<file path="src/sv/lpbp_pkg.sv">
`default_nettype none
// ----------------------------------------------------------------------------
// lpbp_pkg
// Types and codes shared by the log packet block packer and its channels.
// ----------------------------------------------------------------------------
package lpbp_pkg;

	localparam int DATA_BYTES_DEF = 504;
	localparam int MAX_PACKET_DEF = 250;

	// input modes
	localparam logic [1:0] MODE_DATA    = 2'd0;
	localparam logic [1:0] MODE_FLUSH   = 2'd1;
	localparam logic [1:0] MODE_RESTART = 2'd2;

	// result kinds
	localparam logic [2:0] KIND_DATA  = 3'd0;
	localparam logic [2:0] KIND_SIZE  = 3'd1;
	localparam logic [2:0] KIND_FULL  = 3'd2;
	localparam logic [2:0] KIND_FLUSH = 3'd3;
	localparam logic [2:0] KIND_ERROR = 3'd4;

	// configuration register indexes
	localparam logic [7:0] REG_BLOCK_COUNT = 8'd0;
	localparam logic [7:0] REG_START_BLOCK = 8'd1;
	localparam logic [7:0] REG_START_FILL  = 8'd2;
	localparam logic [7:0] REG_START_ID    = 8'd3;

	typedef struct packed {
		logic [1:0] mode;
		logic [7:0] payload;
		logic [7:0] packet_length;
	} in_item_t;

	typedef struct packed {
		logic [2:0]  kind;
		logic [31:0] block_number;
		logic [8:0]  offset;
		logic [7:0]  byte_value;
		logic [63:0] trailer_id;
		logic        last;
	} out_item_t;

	typedef struct packed {
		logic [7:0]  index;
		logic [63:0] value;
	} cfg_item_t;

endpackage
`default_nettype wire

</file>
<file path="src/sv/lpbp_if.sv">
`default_nettype none
// ----------------------------------------------------------------------------
// lpbp_if
// Valid/ready channel carrying one item of a given payload type.
// ----------------------------------------------------------------------------
interface lpbp_if #(
	parameter type T = logic
);
	logic valid;
	logic ready;
	T     data;

	modport source (output valid, output data, input ready);
	modport sink (input valid, input data, output ready);
endinterface
`default_nettype wire

</file>
<file path="src/sv/log_packet_block_packer.sv">
`default_nettype none
// path: an accepted item is registered in the input stage, then in the result buffer, which presents its first result
// throughput: one item per cycle while each item yields at most one result and res.ready is high;
// an item with several results holds the result buffer until its last one is being taken
// restart items give no result
// reset: asynchronous, clears block, fill, packet id and packet progress,
// block_count returns to one and the start registers to zero
// ----------------------------------------------------------------------------
// log_packet_block_packer
// Packs byte-serial log packets into a circular log of fixed-size blocks,
// emitting data writes, size bytes, block flush events and error results.
// ----------------------------------------------------------------------------
module log_packet_block_packer
	import lpbp_pkg::*;
#(
	parameter int DATA_BYTES = DATA_BYTES_DEF,
	parameter int MAX_PACKET = MAX_PACKET_DEF
) (
	input  wire logic clk,
	input  wire logic arst_n,
	lpbp_if.sink      pkt,
	lpbp_if.source    res,
	lpbp_if.sink      cfg
);

	localparam int FILL_W = $clog2(DATA_BYTES + 1);
	localparam logic [FILL_W-1:0] FILL_MAX = FILL_W'(DATA_BYTES);

	// configuration
	logic [31:0] block_count_q;
	logic [31:0] start_block_q;
	logic [8:0]  start_fill_q;
	logic [63:0] start_id_q;

	// packer state
	logic [31:0]       wb_q;
	logic [FILL_W-1:0] fill_q;
	logic [63:0]       id_q;
	logic [7:0]        bip_q;
	logic [7:0]        held_q;

	// input stage
	logic       v_s1;
	logic [1:0] mode_s1;
	logic [7:0] payload_s1;
	logic [7:0] len_s1;

	// result buffer, entry 0 is presented
	out_item_t res_q [3];
	logic [1:0] cnt_q;

	logic buf_ok;
	logic load;

	logic [31:0]       wb_n;
	logic [FILL_W-1:0] fill_n;
	logic [63:0]       id_n;
	logic [7:0]        bip_n;
	logic [7:0]        held_n;
	out_item_t         new_res [3];
	logic [1:0]        new_n;

	logic [7:0]        hl;
	logic [7:0]        bip_inc;
	logic [FILL_W-1:0] remaining;
	logic [FILL_W-1:0] f1;
	logic [31:0]       blk;
	logic [32:0]       wb_inc;
	logic [31:0]       nb;
	logic              full;

	assign buf_ok = (cnt_q == 2'd0) || (cnt_q == 2'd1 && res.ready);
	assign load = v_s1 && buf_ok;
	assign pkt.ready = !v_s1 || buf_ok;
	assign cfg.ready = 1'b1;
	assign res.valid = (cnt_q != 2'd0);
	assign res.data = res_q[0];

	always_comb begin
		wb_n = wb_q;
		fill_n = fill_q;
		id_n = id_q;
		bip_n = bip_q;
		held_n = held_q;
		new_n = 2'd0;
		for (int i = 0; i < 3; i++) begin
			new_res[i] = '0;
		end
		hl = (bip_q == 8'd0) ? len_s1 : held_q;
		bip_inc = bip_q + 8'd1;
		remaining = (fill_q < FILL_MAX) ? FILL_MAX - fill_q : '0;
		wb_inc = {1'b0, wb_q} + 33'd1;
		nb = (wb_inc >= {1'b0, block_count_q}) ? 32'd0 : wb_inc[31:0];
		full = (bip_q == 8'd0) && (remaining <= FILL_W'(hl));
		blk = full ? nb : wb_q;
		f1 = full ? '0 : fill_q;
		case (mode_s1)
			MODE_DATA: begin
				if (bip_q == 8'd0 && (len_s1 == 8'd0 || len_s1 > 8'(MAX_PACKET))) begin
					new_res[0].kind = KIND_ERROR;
					new_res[0].block_number = wb_q;
					new_n = 2'd1;
				end else begin
					held_n = hl;
					// full-block flush comes ahead of the first byte
					if (full) begin
						new_res[0].kind = KIND_FULL;
						new_res[0].block_number = wb_q;
						new_res[0].trailer_id = id_q;
						new_n = 2'd1;
					end
					new_res[new_n].kind = KIND_DATA;
					new_res[new_n].block_number = blk;
					new_res[new_n].offset = 9'(f1);
					new_res[new_n].byte_value = payload_s1;
					new_n = new_n + 2'd1;
					wb_n = blk;
					fill_n = f1 + FILL_W'(1);
					bip_n = bip_inc;
					if (bip_inc >= hl) begin
						new_res[new_n].kind = KIND_SIZE;
						new_res[new_n].block_number = blk;
						new_res[new_n].offset = 9'(f1 + FILL_W'(1));
						new_res[new_n].byte_value = hl;
						new_n = new_n + 2'd1;
						fill_n = f1 + FILL_W'(2);
						id_n = id_q + 64'd1;
						bip_n = 8'd0;
					end
				end
			end
			MODE_FLUSH: begin
				new_res[0].kind = KIND_FLUSH;
				new_res[0].block_number = wb_q;
				new_res[0].trailer_id = id_q;
				new_n = 2'd1;
			end
			MODE_RESTART: begin
				wb_n = (start_block_q < block_count_q) ? start_block_q : 32'd0;
				fill_n = (FILL_W'(start_fill_q) > FILL_MAX) ? FILL_MAX : FILL_W'(start_fill_q);
				id_n = start_id_q;
				bip_n = 8'd0;
				held_n = 8'd0;
			end
			default: begin
				new_res[0].kind = KIND_ERROR;
				new_res[0].block_number = wb_q;
				new_n = 2'd1;
			end
		endcase
		if (new_n != 2'd0) begin
			new_res[new_n - 2'd1].last = 1'b1;
		end
	end

	always_ff @(posedge clk or negedge arst_n) begin
		if (!arst_n) begin
			block_count_q <= 32'd1;
			start_block_q <= '0;
			start_fill_q <= '0;
			start_id_q <= '0;
		end else if (cfg.valid) begin
			case (cfg.data.index)
				REG_BLOCK_COUNT: block_count_q <= cfg.data.value[31:0];
				REG_START_BLOCK: start_block_q <= cfg.data.value[31:0];
				REG_START_FILL:  start_fill_q <= cfg.data.value[8:0];
				REG_START_ID:    start_id_q <= cfg.data.value;
				default: ;
			endcase
		end
	end

	always_ff @(posedge clk or negedge arst_n) begin
		if (!arst_n) begin
			wb_q <= '0;
			fill_q <= '0;
			id_q <= '0;
			bip_q <= '0;
			held_q <= '0;
		end else if (load) begin
			wb_q <= wb_n;
			fill_q <= fill_n;
			id_q <= id_n;
			bip_q <= bip_n;
			held_q <= held_n;
		end
	end

	always_ff @(posedge clk or negedge arst_n) begin
		if (!arst_n) begin
			v_s1 <= 1'b0;
		end else if (pkt.valid && pkt.ready) begin
			v_s1 <= 1'b1;
		end else if (load) begin
			v_s1 <= 1'b0;
		end
	end

	always_ff @(posedge clk) begin
		if (pkt.valid && pkt.ready) begin
			mode_s1 <= pkt.data.mode;
			payload_s1 <= pkt.data.payload;
			len_s1 <= pkt.data.packet_length;
		end
	end

	always_ff @(posedge clk or negedge arst_n) begin
		if (!arst_n) begin
			cnt_q <= '0;
		end else if (load) begin
			cnt_q <= new_n;
		end else if (res.valid && res.ready) begin
			cnt_q <= cnt_q - 2'd1;
		end
	end

	always_ff @(posedge clk) begin
		if (load) begin
			for (int i = 0; i < 3; i++) begin
				res_q[i] <= new_res[i];
			end
		end else if (res.valid && res.ready) begin
			res_q[0] <= res_q[1];
			res_q[1] <= res_q[2];
		end
	end

`ifndef SYNTHESIS
	// the final result of an item is always the last one buffered
	a_last_tail: assert property (@(posedge clk) disable iff (!arst_n)
		res.valid && res.data.last |-> cnt_q == 2'd1)
		else $error("last result not at buffer tail");

	a_fill_bound: assert property (@(posedge clk) disable iff (!arst_n)
		fill_q <= FILL_MAX)
		else $error("fill level beyond data area");

	a_packet_progress: assert property (@(posedge clk) disable iff (!arst_n)
		bip_q != 8'd0 |-> bip_q < held_q)
		else $error("packet byte count reached held length");

	// a restart leaves no result behind
	a_restart_silent: assert property (@(posedge clk) disable iff (!arst_n)
		load && mode_s1 == MODE_RESTART |=> cnt_q == 2'd0)
		else $error("restart produced a result");
`endif

endmodule
`default_nettype wire

</file>
<file path="src/flat_wrapper.sv">
// flat-port wrapper written by rule: the top's interface ports become plain ports
module log_packet_block_packer_flat import lpbp_pkg::*;
#(
	parameter int DATA_BYTES = DATA_BYTES_DEF,
	parameter int MAX_PACKET = MAX_PACKET_DEF
)
  (clk, arst_n, pkt_valid, pkt_data, pkt_ready, res_valid, res_data, res_ready, cfg_valid, cfg_data, cfg_ready);
  lpbp_if #(.T(in_item_t)) pkt_i ();
  lpbp_if #(.T(out_item_t)) res_i ();
  lpbp_if #(.T(cfg_item_t)) cfg_i ();
  input  wire logic clk;
  input  wire logic arst_n;
  input wire logic [$bits(pkt_i.valid)-1:0] pkt_valid;
  input wire logic [$bits(pkt_i.data)-1:0] pkt_data;
  output wire logic [$bits(pkt_i.ready)-1:0] pkt_ready;
  output wire logic [$bits(res_i.valid)-1:0] res_valid;
  output wire logic [$bits(res_i.data)-1:0] res_data;
  input wire logic [$bits(res_i.ready)-1:0] res_ready;
  input wire logic [$bits(cfg_i.valid)-1:0] cfg_valid;
  input wire logic [$bits(cfg_i.data)-1:0] cfg_data;
  output wire logic [$bits(cfg_i.ready)-1:0] cfg_ready;
  assign pkt_i.valid = pkt_valid;
  assign pkt_i.data = pkt_data;
  assign pkt_ready = pkt_i.ready;
  assign res_valid = res_i.valid;
  assign res_data = res_i.data;
  assign res_i.ready = res_ready;
  assign cfg_i.valid = cfg_valid;
  assign cfg_i.data = cfg_data;
  assign cfg_ready = cfg_i.ready;
  log_packet_block_packer #(.DATA_BYTES(DATA_BYTES), .MAX_PACKET(MAX_PACKET)) u_core (.clk(clk), .arst_n(arst_n), .pkt(pkt_i), .res(res_i), .cfg(cfg_i));
endmodule
</file>
<file path="config.mk">
export PLATFORM = sky130hd
export DESIGN_NAME = log_packet_block_packer_flat
export DESIGN_NICKNAME = d
export VERILOG_FILES = /design/src/sv/lpbp_pkg.sv /design/src/sv/lpbp_if.sv /design/src/sv/log_packet_block_packer.sv /design/src/flat_wrapper.sv
export SDC_FILE = /design/constraint.sdc
export NUM_CORES = 1
export LEC_CHECK = 0
export ABC_AREA = 0
export CAP_MARGIN = 0
export CORE_ASPECT_RATIO = 1.5
export CORE_MARGIN = 2
export CORE_UTILIZATION = 45
export CTS_CLUSTER_SIZE = 8
export DETAILED_ROUTE_END_ITERATION = 12
export DONT_BUFFER_PORTS = 1
export PLACE_DENSITY = 0.6
export SYNTH_ARGS = -nofsm -noshare
export SYNTH_HDL_FRONTEND = slang
export SYNTH_SLANG_ARGS = --single-unit
export TNS_END_PERCENT = 50
</file>
<file path="constraint.sdc">
create_clock -name clk -period 6.7 [get_ports clk]
set_input_delay 1.34 -clock clk [delete_from_list [all_inputs] [get_ports clk]]
set_output_delay 1.34 -clock clk [all_outputs]
set_load 0.05 [all_outputs]
</file>
Word-level counts from Yosys, hierarchy flattened
Memories as Yosys holds them, arrays and structs flattened. Index checks and enable logic that the tools add are counted.

Order comparisons: 13. Add/subtract/negate cells: 10. Reduce and logical (&&, ||, !) cells: 29. Shift-type cells: 0. Equal/unequal tests: 8. Muxes and demuxes: 78. Bitwise gates (word level): 5. Multipliers: 0. Div/mod/pow operators: 0.

Operator list (number): bitwise mux 351 bit (9); demux 117 bit (select 2 bit) (9); two-way mux 351 bit (2); two-way mux 117 bit (4); two-way mux 64 bit (5); two-way mux 316 bit (1); one-hot mux 64 bit (2 select lines) (2); two-way mux 235 bit (1); two-way mux 114 bit (2); two-way mux 82 bit (2); two-way mux 73 bit (2); two-way mux 32 bit (4); two-way mux 35 bit (3); one-hot mux 35 bit (3 select lines) (1); adder 64 x 1 -> 64 bit (second input constant) (1); one-hot mux 32 bit (2 select lines) (1); two-way mux 9 bit (5); two-way mux 34 bit (1); adder 32 x 1 -> 33 bit (second input constant) (1); greater-or-equal comparator 33 x 32 -> 1 bit (1); less-than comparator 32 bit (1); two-way mux 8 bit (4); one-hot mux 8 bit (2 select lines) (2); zero test 8 bit (3); 34 further kinds (76).

RAM bits: 351. Bits in registers: 279. Output and inout bits: 120. Bits in read-only memories: 0. Latch bits: 0. Input bits: 95. Memories: 1.

Memory list: u_core.res_q (words 3, width 117, read ports 3, clocked after Yosys merged registers in 0, wr ports 3, line log_packet_block_packer.sv:49) `out_item_t res_q [3];`.

Longest topological paths before layout
Gate-level depths: netlist of run 1.

Depth in word-level cells: 26. Mapped depth: 20.

Least setup slack after synthesis of run 1
Ideal clock, no wire load.

Kind: input to register. From: input port res_ready. To: register u_core.cnt_q[0]. Slack: 1.107 ns. Data arrival time: 5.430 ns. Data required time: 6.537 ns. Path buffers: 0. Library setup time: 0.163 ns. Stages: 5. Cells stage by stage: nand2_1 > nand2_1 > nand3_1 > o21ai_0 > a21oi_1.

Word-level cells in the longest chain between the ends: 4.

Ends and longest elaborated chain: start, declared (line flat_wrapper.sv:18) `input wire logic [$bits(res_i.ready)-1:0] res_ready;`; logical AND 1 bit (line log_packet_block_packer.sv:72) `assign buf_ok = (cnt_q == 2'd0) || (cnt_q == 2'd1 && res.ready);`; logical OR 1 bit (line log_packet_block_packer.sv:72); logical AND 1 bit (line log_packet_block_packer.sv:73) `assign load = v_s1 && buf_ok;`; two-way mux 2 bit or nonzero test 2 bit (tied branches); end signal, assigned (line log_packet_block_packer.sv:211) `cnt_q <= new_n;`; end signal, assigned (line log_packet_block_packer.sv:213) `cnt_q <= cnt_q - 2'd1;`; end, declared (line log_packet_block_packer.sv:50) `logic [1:0] cnt_q;`.

Several ways; a longest one is shown, not always the timed one. A chain may end at the register's enable or synchronous reset.

==> impl_metrics.json, run 1 <==
{
  "antenna_found_initial": 3,
  "syn_inst": 2332,
  "wire_per_inst_um": 23.3,
  "grt_usage": 0.236,
  "required_ps": 7030,
  "start_util": 0.453,
  "worstSetupPathType": "flop to flop",
  "grt_pass1_vias": 17607,
  "slowest_delay_ps": 630,
  "worst_pin_slew_ps": 1210,
  "worstPathCellList": "ha_1, nand3_1, nor2_1, nand2_1, nor2_1, nand2_1, xor2_1, inv_1, ha_1, nand4_1, or4_1, nand2b_1, a311oi_2, nor4b_2, buf_4, nand3_1, buf_4, o21ai_0",
  "cts_hold_buf": 0,
  "cp.arrival_ps": 5960,
  "postRouteAntennaNets": 0,
  "numCtsBuffers": 72,
  "status": "finished, final reports clean",
  "drtIter0Drc": 1536,
  "clk_pin_slew_ps": 50,
  "maxCapViolCount": 0,
  "yosysWarnings": 0,
  "seq_area_mm2": 0.0136,
  "tns_ps": 0,
  "fin_skew_ps": 25.6,
  "htreeDepth": 3,
  "fin_util": 0.487,
  "grt_max_degree": 262,
  "max-vdd-ir-drop_mv": 0.215,
  "ys_seq_area_frac": 0.542,
  "min_period_ps": 5620,
  "grt.overflow.total": 0,
  "min_period_over_period": 0.839,
  "maxSlewHeadroom": 0.185,
  "num_rows": 106,
  "synth.avg_cell_area_um2": 10.8,
  "yosysMostFrequentCell": "dfrtp_1",
  "rsz0062_at_grt": "false",
  "ys_top_cells_by_count": "dfrtp_1, edfxtp_1, nand2_1, o21ai_0",
  "hp-class": "input pin to asynchronous set/reset pin",
  "grt_pass1_wl_um": 105000,
  "synth-edff-count": 237,
  "cts_resized": 0,
  "via_count": 17720,
  "post_cts_buffers": 0,
  "die-width_um": 197,
  "core-area_mm2": 0.0556,
  "fillers": 5010,
  "ys_ff_latch": 498,
  "timing_hold_violations_final": 0,
  "cts-root-buf": "clkbuf_16",
  "synth-async-reset-ratio": 0.524,
  "yosysTopAreaCell": "edfxtp_1",
  "power-per-cell-area_mw_per_mm2": 458,
  "start_kind": "flop",
  "setup_slack_ps": 1080,
  "synth.distinct_cells": 82,
  "vias_per_cell": 6.01,
  "diodes": 0,
  "hold_slack_ps": 445,
  "clock_sinks": 498,
  "clkLatencyLatePin_ps": 620,
  "io_buffers": 0,
  "setup-violations-final": 0,
  "crit_fanout": 19,
  "hpwl_um": 46200,
  "fmax_mhz": 178,
  "synth_area_leaders": "edfxtp_1, dfrtp_1, mux2_2",
  "firstDrtPassIters": 6,
  "max-clock-path-buffers": 3,
  "synthDominantCellAreaShare": 0.283,
  "synth_area_mm2": 0.0252,
  "place_worst_setup_slack_ps": 1200,
  "dieArea_mm2": 0.0579,
  "slowest_stage": "or4_1",
  "drive_above_1_share": 0.116,
  "gp_congestion": 0.922,
  "io_pins": 215,
  "finish.net_count": 2378,
  "cts_tree": "built",
  "die_y_um": 294,
  "multi_input_area_mm2": 0.00990,
  "endpoint_kind": "flop",
  "drt_wl_total_um": 68700,
  "slew_viol_final": 0,
  "p_leak_nw": 11.1,
  "synth-main-ff-cell": "dfrtp_1",
  "drc_errors": 0,
  "finalPower_mw": 12.4,
  "area_growth_pct": 7.47
}
## worst paths after layout
path,slack (ps),cells after the start,to,start
min in group clk,480,2,u_core.held_q[5],u_core.held_q[5]
hold / removal,440,0,u_core.v_s1,arst_n
max in group asynchronous,5660,0,u_core.start_block_q[24],arst_n
hold reg to reg,480,2,u_core.held_q[5],u_core.held_q[5]
setup reg to reg,1080,18,u_core.res_q[0][220],u_core.wb_q[0]
setup / recovery,1080,18,u_core.res_q[0][220],u_core.wb_q[0]
## worst max-delay path: cells and delay by family, from the launching register on
kind	cells	cell delay, ps
simple gates	10	2690
buf+inv	3	640
fa+ha+maj	2	620
compound gates	2	550
flops	1	540
xor+xnor	1	270
## registers in the layout (all words and copies together), names as in the netlist
signal / count
u_core.cnt_q: 2
u_core.held_q: 8
u_core.wb_q: 32
u_core.payload_s1: 8
u_core.bip_q: 8
u_core.v_s1: 1
u_core.id_q: 64
u_core.mode_s1: 2
u_core.start_id_q: 64
u_core.fill_q: 9
u_core.start_block_q: 32
u_core.res_q: 219
u_core.block_count_q: 32
u_core.len_s1: 8
u_core.start_fill_q: 9
## power breakdown
group / internal [mW] / switching [mW]
combinational: 0.921 / 1.93
sequential: 4.39 / 1.75
clock: 2.04 / 1.38
total: 7.34 / 5.06
## placed cells by master, fill, tap and decap left out, types with 15 or more instances in the layout
cell type,Yosys,layout
nor2_1,119,117
o21ai_0,203,203
a21oi_1,119,118
nand2_1,218,217
mux2_2,107,107
a22o_1,31,31
xnor2_1,21,21
ha_1,89,89
and3_1,24,24
nand3_1,68,67
and2_1,64,64
clkbuf_1,101,46
clkbuf_16,0,73
inv_1,90,90
o22ai_1,29,29
xor2_1,21,21
edfxtp_1,237,237
dfrtp_1,260,260
nor4_1,18,18
a2bb2oi_1,29,29
nor3_1,29,27
buf_4,118,25
a22oi_1,55,55
o31ai_1,15,15
nand4_1,37,37
## kinds of logic (layout without fill, tap and decap cells)
kind of cell | count (synthesis) | after routing | synth area share
AND/OR/NAND/NOR | 643 | 643 | 0.126
buffers and inverters | 339 | 246 | 0.0699
flip-flops | 498 | 498 | 0.542
other | 2 | 9 | 0.000298
adder cells (fa/ha/maj) | 89 | 89 | 0.0442
XOR/XNOR | 42 | 42 | 0.0146
multiplexers | 119 | 119 | 0.0526
AO/OA/AOI/OAI | 600 | 600 | 0.151
## layer usage
layer  global-route usage  routed length (µm)  up-vias
li1                     -                   -     8111
met1                0.296               27600     8765
met2                0.388               33300      682
met3               0.0511                5040      158
met4                0.111                2840        4
met5                    0                  31        -
## area by class of cell
type / count / area share
sequential: 498 / 0.504
multi-input combinational: 1502 / 0.366
clock buffer: 119 / 0.0739
tap: 702 / 0.0324
inverter: 94 / 0.0131
timing repair buffer: 26 / 0.00767
clock inverter: 7 / 0.00310
## stage by stage
stage	area (µm²)	std cells
final	27100	2948
after global routing	27100	2948
after CTS	27100	2948
after detailed placement	25000	2822
after global placement	25000	2822
after floorplan	25200	2339
(Power assumes the default switching activity.)
==> inputs of run 2 (changes only) <==
==> constraint.sdc (replaced) <==
create_clock -name clk -period 5.2 [get_ports clk]
set_input_delay 1.04 -clock clk [delete_from_list [all_inputs] [get_ports clk]]
set_output_delay 1.04 -clock clk [all_outputs]
set_load 0.05 [all_outputs]
==> run 2 against run 1 <==
Combinational power increased by 38%; die area unchanged; cell count increased by 1.5%; worst setup slack got worse by 820 ps; register-to-register slack got worse by 820 ps; critical path type unchanged; highest routed layer unchanged.
==> impl_metrics.json, run 2 (synthesis gave the netlist of run 1 again) <==
{
  "status": "finished, final reports clean",
  "io_buffers": 0,
  "p_leak_nw": 11.4,
  "slowest_stage": "or4_1",
  "stdcell_area_mm2": 0.0275,
  "vias_per_cell": 5.93,
  "clk_pin_slew_ps": 50,
  "wl_met1_um": 28200,
  "gp_congestion": 0.974,
  "start_kind": "flop",
  "antenna_found_initial": 1,
  "via_count": 17761,
  "cts-root-buf": "clkbuf_16",
  "drt_wl_total_um": 69200,
  "firstDrtPassIters": 6,
  "io_pins": 215,
  "clkLatencyLatePin_ps": 610,
  "cts_tree": "built",
  "regMostFlops": "u_core.res_q",
  "postRouteAntennaNets": 0,
  "timing_hold_violations_final": 0,
  "p_sw_mw": 6.55,
  "grt_usage": 0.240,
  "fmax_mhz": 202,
  "critical-path-top-delay-family": "simple AND/OR/NAND/NOR gates",
  "num_rows": 106,
  "tns_ps": 0,
  "p_clk_frac": 0.271,
  "drc_errors": 0,
  "grt_pass1_wl_um": 106000,
  "dpl_cell_area_mm2": 0.0254,
  "required_ps": 5520,
  "seqPwrFrac": 0.485,
  "hold_slack_ps": 153,
  "largest_registers": "u_core.res_q x219, u_core.id_q x64, u_core.start_id_q x64",
  "multi_input_area_mm2": 0.00994,
  "seq_area_mm2": 0.0136,
  "met2_length_um": 33500,
  "max-vdd-ir-drop_mv": 0.285,
  "numCtsBuffers": 72,
  "worstSetupPathType": "flop to flop",
  "grt_pass1_vias": 17987,
  "finish.net_count": 2422,
  "slew_viol_final": 0,
  "grt_max_degree": 262,
  "fin_util": 0.496,
  "maxSlewHeadroom": 0.270,
  "min_period_over_period": 0.950,
  "cts_hold_buf": 0,
  "drtIter0Drc": 1250,
  "area_growth_pct": 9.33,
  "drive_above_1_share": 0.133,
  "power-per-cell-area_mw_per_mm2": 587,
  "die_y_um": 294,
  "hp-class": "input pin to asynchronous set/reset pin",
  "path_buf_inv": 3,
  "setup-violations-final": 0,
  "dr.max_layer_used": "met5",
  "die-width_um": 197,
  "dieArea_mm2": 0.0579,
  "clock_sinks": 498,
  "htreeDepth": 3,
  "cp.arrival_ps": 5270,
  "layout_common_cells": "dfrtp_1, edfxtp_1, nand2_1, o21ai_0, a21oi_1",
  "start_util": 0.453,
  "crit_fanout": 8,
  "diodes": 0,
  "worstPathCellList": "buf_4, ha_1, nand3_1, or2_2, nor2_1, and3_1, xnor2_1, inv_1, ha_1, nand4_1, or4_1, nand2b_1, a311oi_4, nor4b_4, nand3_1, buf_4, o21ai_0",
  "grt.overflow.total": 0,
  "max-clock-path-buffers": 3,
  "combPwrFrac": 0.243,
  "core-area_mm2": 0.0556,
  "wire_per_inst_um": 23.1,
  "worst_pin_slew_ps": 1090,
  "layout_commonest_cell": "dfrtp_1",
  "maxCapViolCount": 0,
  "largest_reg_flops": 219,
  "finalPower_mw": 16.2,
  "fillers": 5012,
  "p_sw_frac": 0.405,
  "dr_wl_met3_um": 4450,
  "fin_skew_ps": 29.4,
  "p_int_mw": 9.61,
  "hpwl_um": 47500,
  "min_period_ps": 4940,
  "endpoint_kind": "flop",
  "rsz0062_at_grt": "false",
  "slowest_delay_ps": 700
}
==> run 2: cell count changes in the layout (fill, tap and decap cells not counted), moves of 2 or more <==
cell      previous run  this run
clkinv_8             0         3
buf_12               1         7
buf_4               25        63
inv_16               2         0
clkbuf_1            46        48
inv_6                4         1
==> run 2: layout make-up <==
class,instances,share of cell area
Clock buffer,121,0.0729
Clock inverter,6,0.00350
Inverter,94,0.0129
Multi-Input combinational cell,1502,0.361
Sequential cell,498,0.496
Tap cell,702,0.0319
Timing Repair Buffer,70,0.0223
==> run 2: layer usage <==
layer  GRT usage  vias to the layer above
li1            -                     8204
met5           0                        -
met3      0.0507                      161
met1       0.297                     8791
met2       0.398                      603
met4       0.119                        2
==> run 2: through the flow <==
stage	worst slack (ps)	instances
2_1_floorplan	984	2339
3_3_place_gp	230	2863
3_5_place_dp	51.3	2863
4_1_cts	23.0	2990
5_1_grt	6.52	2993
6_report	259	2993
==> run 2: power groups by stage <==
stage / logic (mW) / registers [mW] / clock network, mW
after global routing: 4.35 / 7.98 / 4.65
final: 3.93 / 7.84 / 4.39
after floorplan: 4.61 / 6.13 / 0
after CTS: 3.94 / 7.85 / 4.49
after global placement: 3.83 / 7.87 / 0
after detailed placement: 3.92 / 7.89 / 0
==> run 2: worst paths after layout <==
check / startpoint / to / slack (ps) / cells after the start
max: u_core.wb_q[0] / u_core.res_q[0][204] / 260 / 17
min in group clk: u_core.held_q[2] / u_core.held_q[2] / 490 / 2
min reg2reg: u_core.held_q[2] / u_core.held_q[2] / 490 / 2
max reg2reg: u_core.wb_q[0] / u_core.res_q[0][204] / 260 / 17
max in group asynchronous: arst_n / u_core.id_q[63] / 4220 / 0
min: arst_n / u_core.v_s1 / 150 / 0
==> run 2: worst reg2reg max path: cells and delay by family (launching register included) <==
kind / cells / cell delay (ps)
and+or+nand+nor: 9 / 2550
adders and majority gates: 2 / 570
AOI/OAI and AO/OA: 2 / 530
buffers and inverters: 3 / 460
DFF: 1 / 350
xor gates and xnor gates: 1 / 190
==> run 2: timing repair <==
action                                 CTS  global route
setup buffers                            0             3
resized for setup                        0             3
endpoints found under the hold margin    0             0
setup endpoints to repair                0            65
==> inputs of run 3 (changes only) <==
--- a/config.mk
+++ b/config.mk
@@ -9,11 +9,11 @@
 export CAP_MARGIN = 0
 export CORE_ASPECT_RATIO = 1.5
 export CORE_MARGIN = 2
-export CORE_UTILIZATION = 45
+export CORE_UTILIZATION = 25
 export CTS_CLUSTER_SIZE = 8
 export DETAILED_ROUTE_END_ITERATION = 12
 export DONT_BUFFER_PORTS = 1
-export PLACE_DENSITY = 0.6
+export PLACE_DENSITY = 0.38
 export SYNTH_ARGS = -nofsm -noshare
 export SYNTH_HDL_FRONTEND = slang
 export SYNTH_SLANG_ARGS = --single-unit
==> run 3 against run 2 <==
Maximum frequency rose by 1.9%; die area up 78%; cell count is 20% higher; critical path type unchanged; combinational power up 1%; clock power is 3% higher; first-iteration DRC count fell by 1.8%; sequential power is essentially flat.
==> impl_metrics.json, run 3 (synthesis gave the netlist of run 1 again) <==
{
  "htreeDepth": 3,
  "seq_area_mm2": 0.0136,
  "drt_wl_total_um": 79000,
  "cts_hold_buf": 0,
  "place_worst_setup_slack_ps": 225,
  "multi_input_area_mm2": 0.00994,
  "min_period_over_period": 0.932,
  "rr_startpoint": "u_core.wb_q[2]",
  "regMostFlops": "u_core.res_q",
  "grt_max_degree": 262,
  "grt_pass1_vias": 17985,
  "start_util": 0.252,
  "cp.arrival_ps": 5300,
  "via_count": 17704,
  "rsz0062_at_grt": "false",
  "fmax_mhz": 206,
  "postRouteAntennaNets": 0,
  "maxSlewHeadroom": 0.252,
  "cts-root-buf": "clkbuf_16",
  "slew_viol_final": 0,
  "place_inst": 3454,
  "grt_pass1_wl_um": 118000,
  "drive_above_1_share": 0.132,
  "fin_skew_ps": 23.5,
  "stdcell_count": 3582,
  "io_pins": 215,
  "antenna_found_initial": 2,
  "worstRegToRegCells": 16,
  "clk_pin_slew_ps": 50,
  "hpwl_um": 54000,
  "min_period_ps": 4850,
  "worstSetupPathType": "flop to flop",
  "drc_errors": 0,
  "cts_tree": "built",
  "maxCapViolCount": 0,
  "p_leak_nw": 11.4,
  "max-vdd-ir-drop_mv": 0.258,
  "largest_registers": "u_core.res_q x219, u_core.id_q x64, u_core.start_id_q x64",
  "max-clock-path-buffers": 3,
  "gp_congestion": 0.858,
  "vias_per_cell": 4.94,
  "power-per-cell-area_mw_per_mm2": 579,
  "firstDrtPassIters": 5,
  "endpoint_kind": "flop",
  "setup_slack_ps": 352,
  "area_growth_pct": 12.4,
  "num_rows": 142,
  "numCtsBuffers": 72,
  "core-area_mm2": 0.0999,
  "timing_hold_violations_final": 0,
  "crit_fanout": 24,
  "clkLatencyLatePin_ps": 650,
  "required_ps": 5650,
  "rr_endpoint": "u_core.res_q[0][209]",
  "die_y_um": 393,
  "grt.overflow.total": 0,
  "wire_per_inst_um": 22.1,
  "layout_commonest_cell": "dfrtp_1",
  "drtIter0Drc": 1228,
  "worst_pin_slew_ps": 1120,
  "largest_reg_flops": 219,
  "grt_usage": 0.152,
  "fin_util": 0.284,
  "finish.net_count": 2416,
  "clock_sinks": 498,
  "layout_common_cells": "dfrtp_1, edfxtp_1, nand2_1, o21ai_0, a21oi_1",
  "setup-violations-final": 0,
  "status": "finished, final reports clean",
  "dieArea_mm2": 0.103,
  "start_kind": "flop",
  "tns_ps": 0,
  "hp-class": "input pin to asynchronous set/reset pin",
  "fillers": 10324,
  "io_buffers": 0,
  "rrSetupSlack_ps": 350,
  "die-width_um": 263
}
## run 3: where the power goes
part | switching, mW | leakage, nW | internal [mW]
clock network | 1.88 | 1.00 | 2.66
registers | 2.22 | 5.73 | 5.65
logic | 2.64 | 4.66 | 1.34
total | 6.74 | 11.4 | 9.64
## run 3: area by class of cell
| type | instances | area share |
|---|---|---|
| antenna | 1 | 0.0000884 |
| clock buffer | 121 | 0.0716 |
| clock inverter | 6 | 0.00287 |
| inverter | 94 | 0.0125 |
| multi-input combinational | 1502 | 0.351 |
| sequential | 498 | 0.482 |
| tap | 1296 | 0.0573 |
| timing repair buffer | 64 | 0.0223 |
## run 3: metal layers
layer	part of all wire	track usage	vias to the layer above	routed length, µm
li1	-	-	8204	-
met1	0.42	0.184	8849	33200
met2	0.49	0.258	530	38400
met3	0.060	0.0342	119	4750
met4	0.033	0.0661	2	2610
met5	0.00014	0	-	11
## run 3: stage by stage
stage                     hold WS, ps  area (µm²)  power [mW]
after floorplan                   450       25200        10.7
after global placement            463       26200        11.9
after detailed placement          475       26200        12.0
after CTS                        79.5       28300        16.7
after global routing              103       28300        17.3
final                             142       28300        16.4
## run 3: how the worst max path moves through the flow
stage | startpoint | to | slack, ps | depth (start not counted)
CTS | u_core.wb_q[5] | u_core.wb_q[24] | 210 | 17
floorplan | u_core.wb_q[0] | u_core.res_q[0][218] | 980 | 17
detailed placement | u_core.wb_q[5] | u_core.wb_q[24] | 220 | 17
finish | u_core.wb_q[2] | u_core.res_q[0][209] | 350 | 16
global placement | u_core.wb_q[2] | u_core.wb_q[7] | 290 | 17
global route | u_core.wb_q[6] | u_core.res_q[0][218] | 50 | 17
## run 3: what timing repair did
item,in CTS,in global routing
gates resized for setup,0,4
setup buffers,0,0
setup endpoints to repair,0,64
## run 3: critical path, cell delays in order, from the launching register on
cell and delay, ps:
dfrtp_1 470, nand4_1 230, or4_1 730, or2_1 310, nor2_1 340, nand2_1 130, xor2_1 270, inv_1 80
ha_1 190, a21oi_1 150, o21a_1 210, a21o_1 240, a31oi_1 140, nor4b_4 500, nand3_1 190, buf_12 230
o21ai_0 230
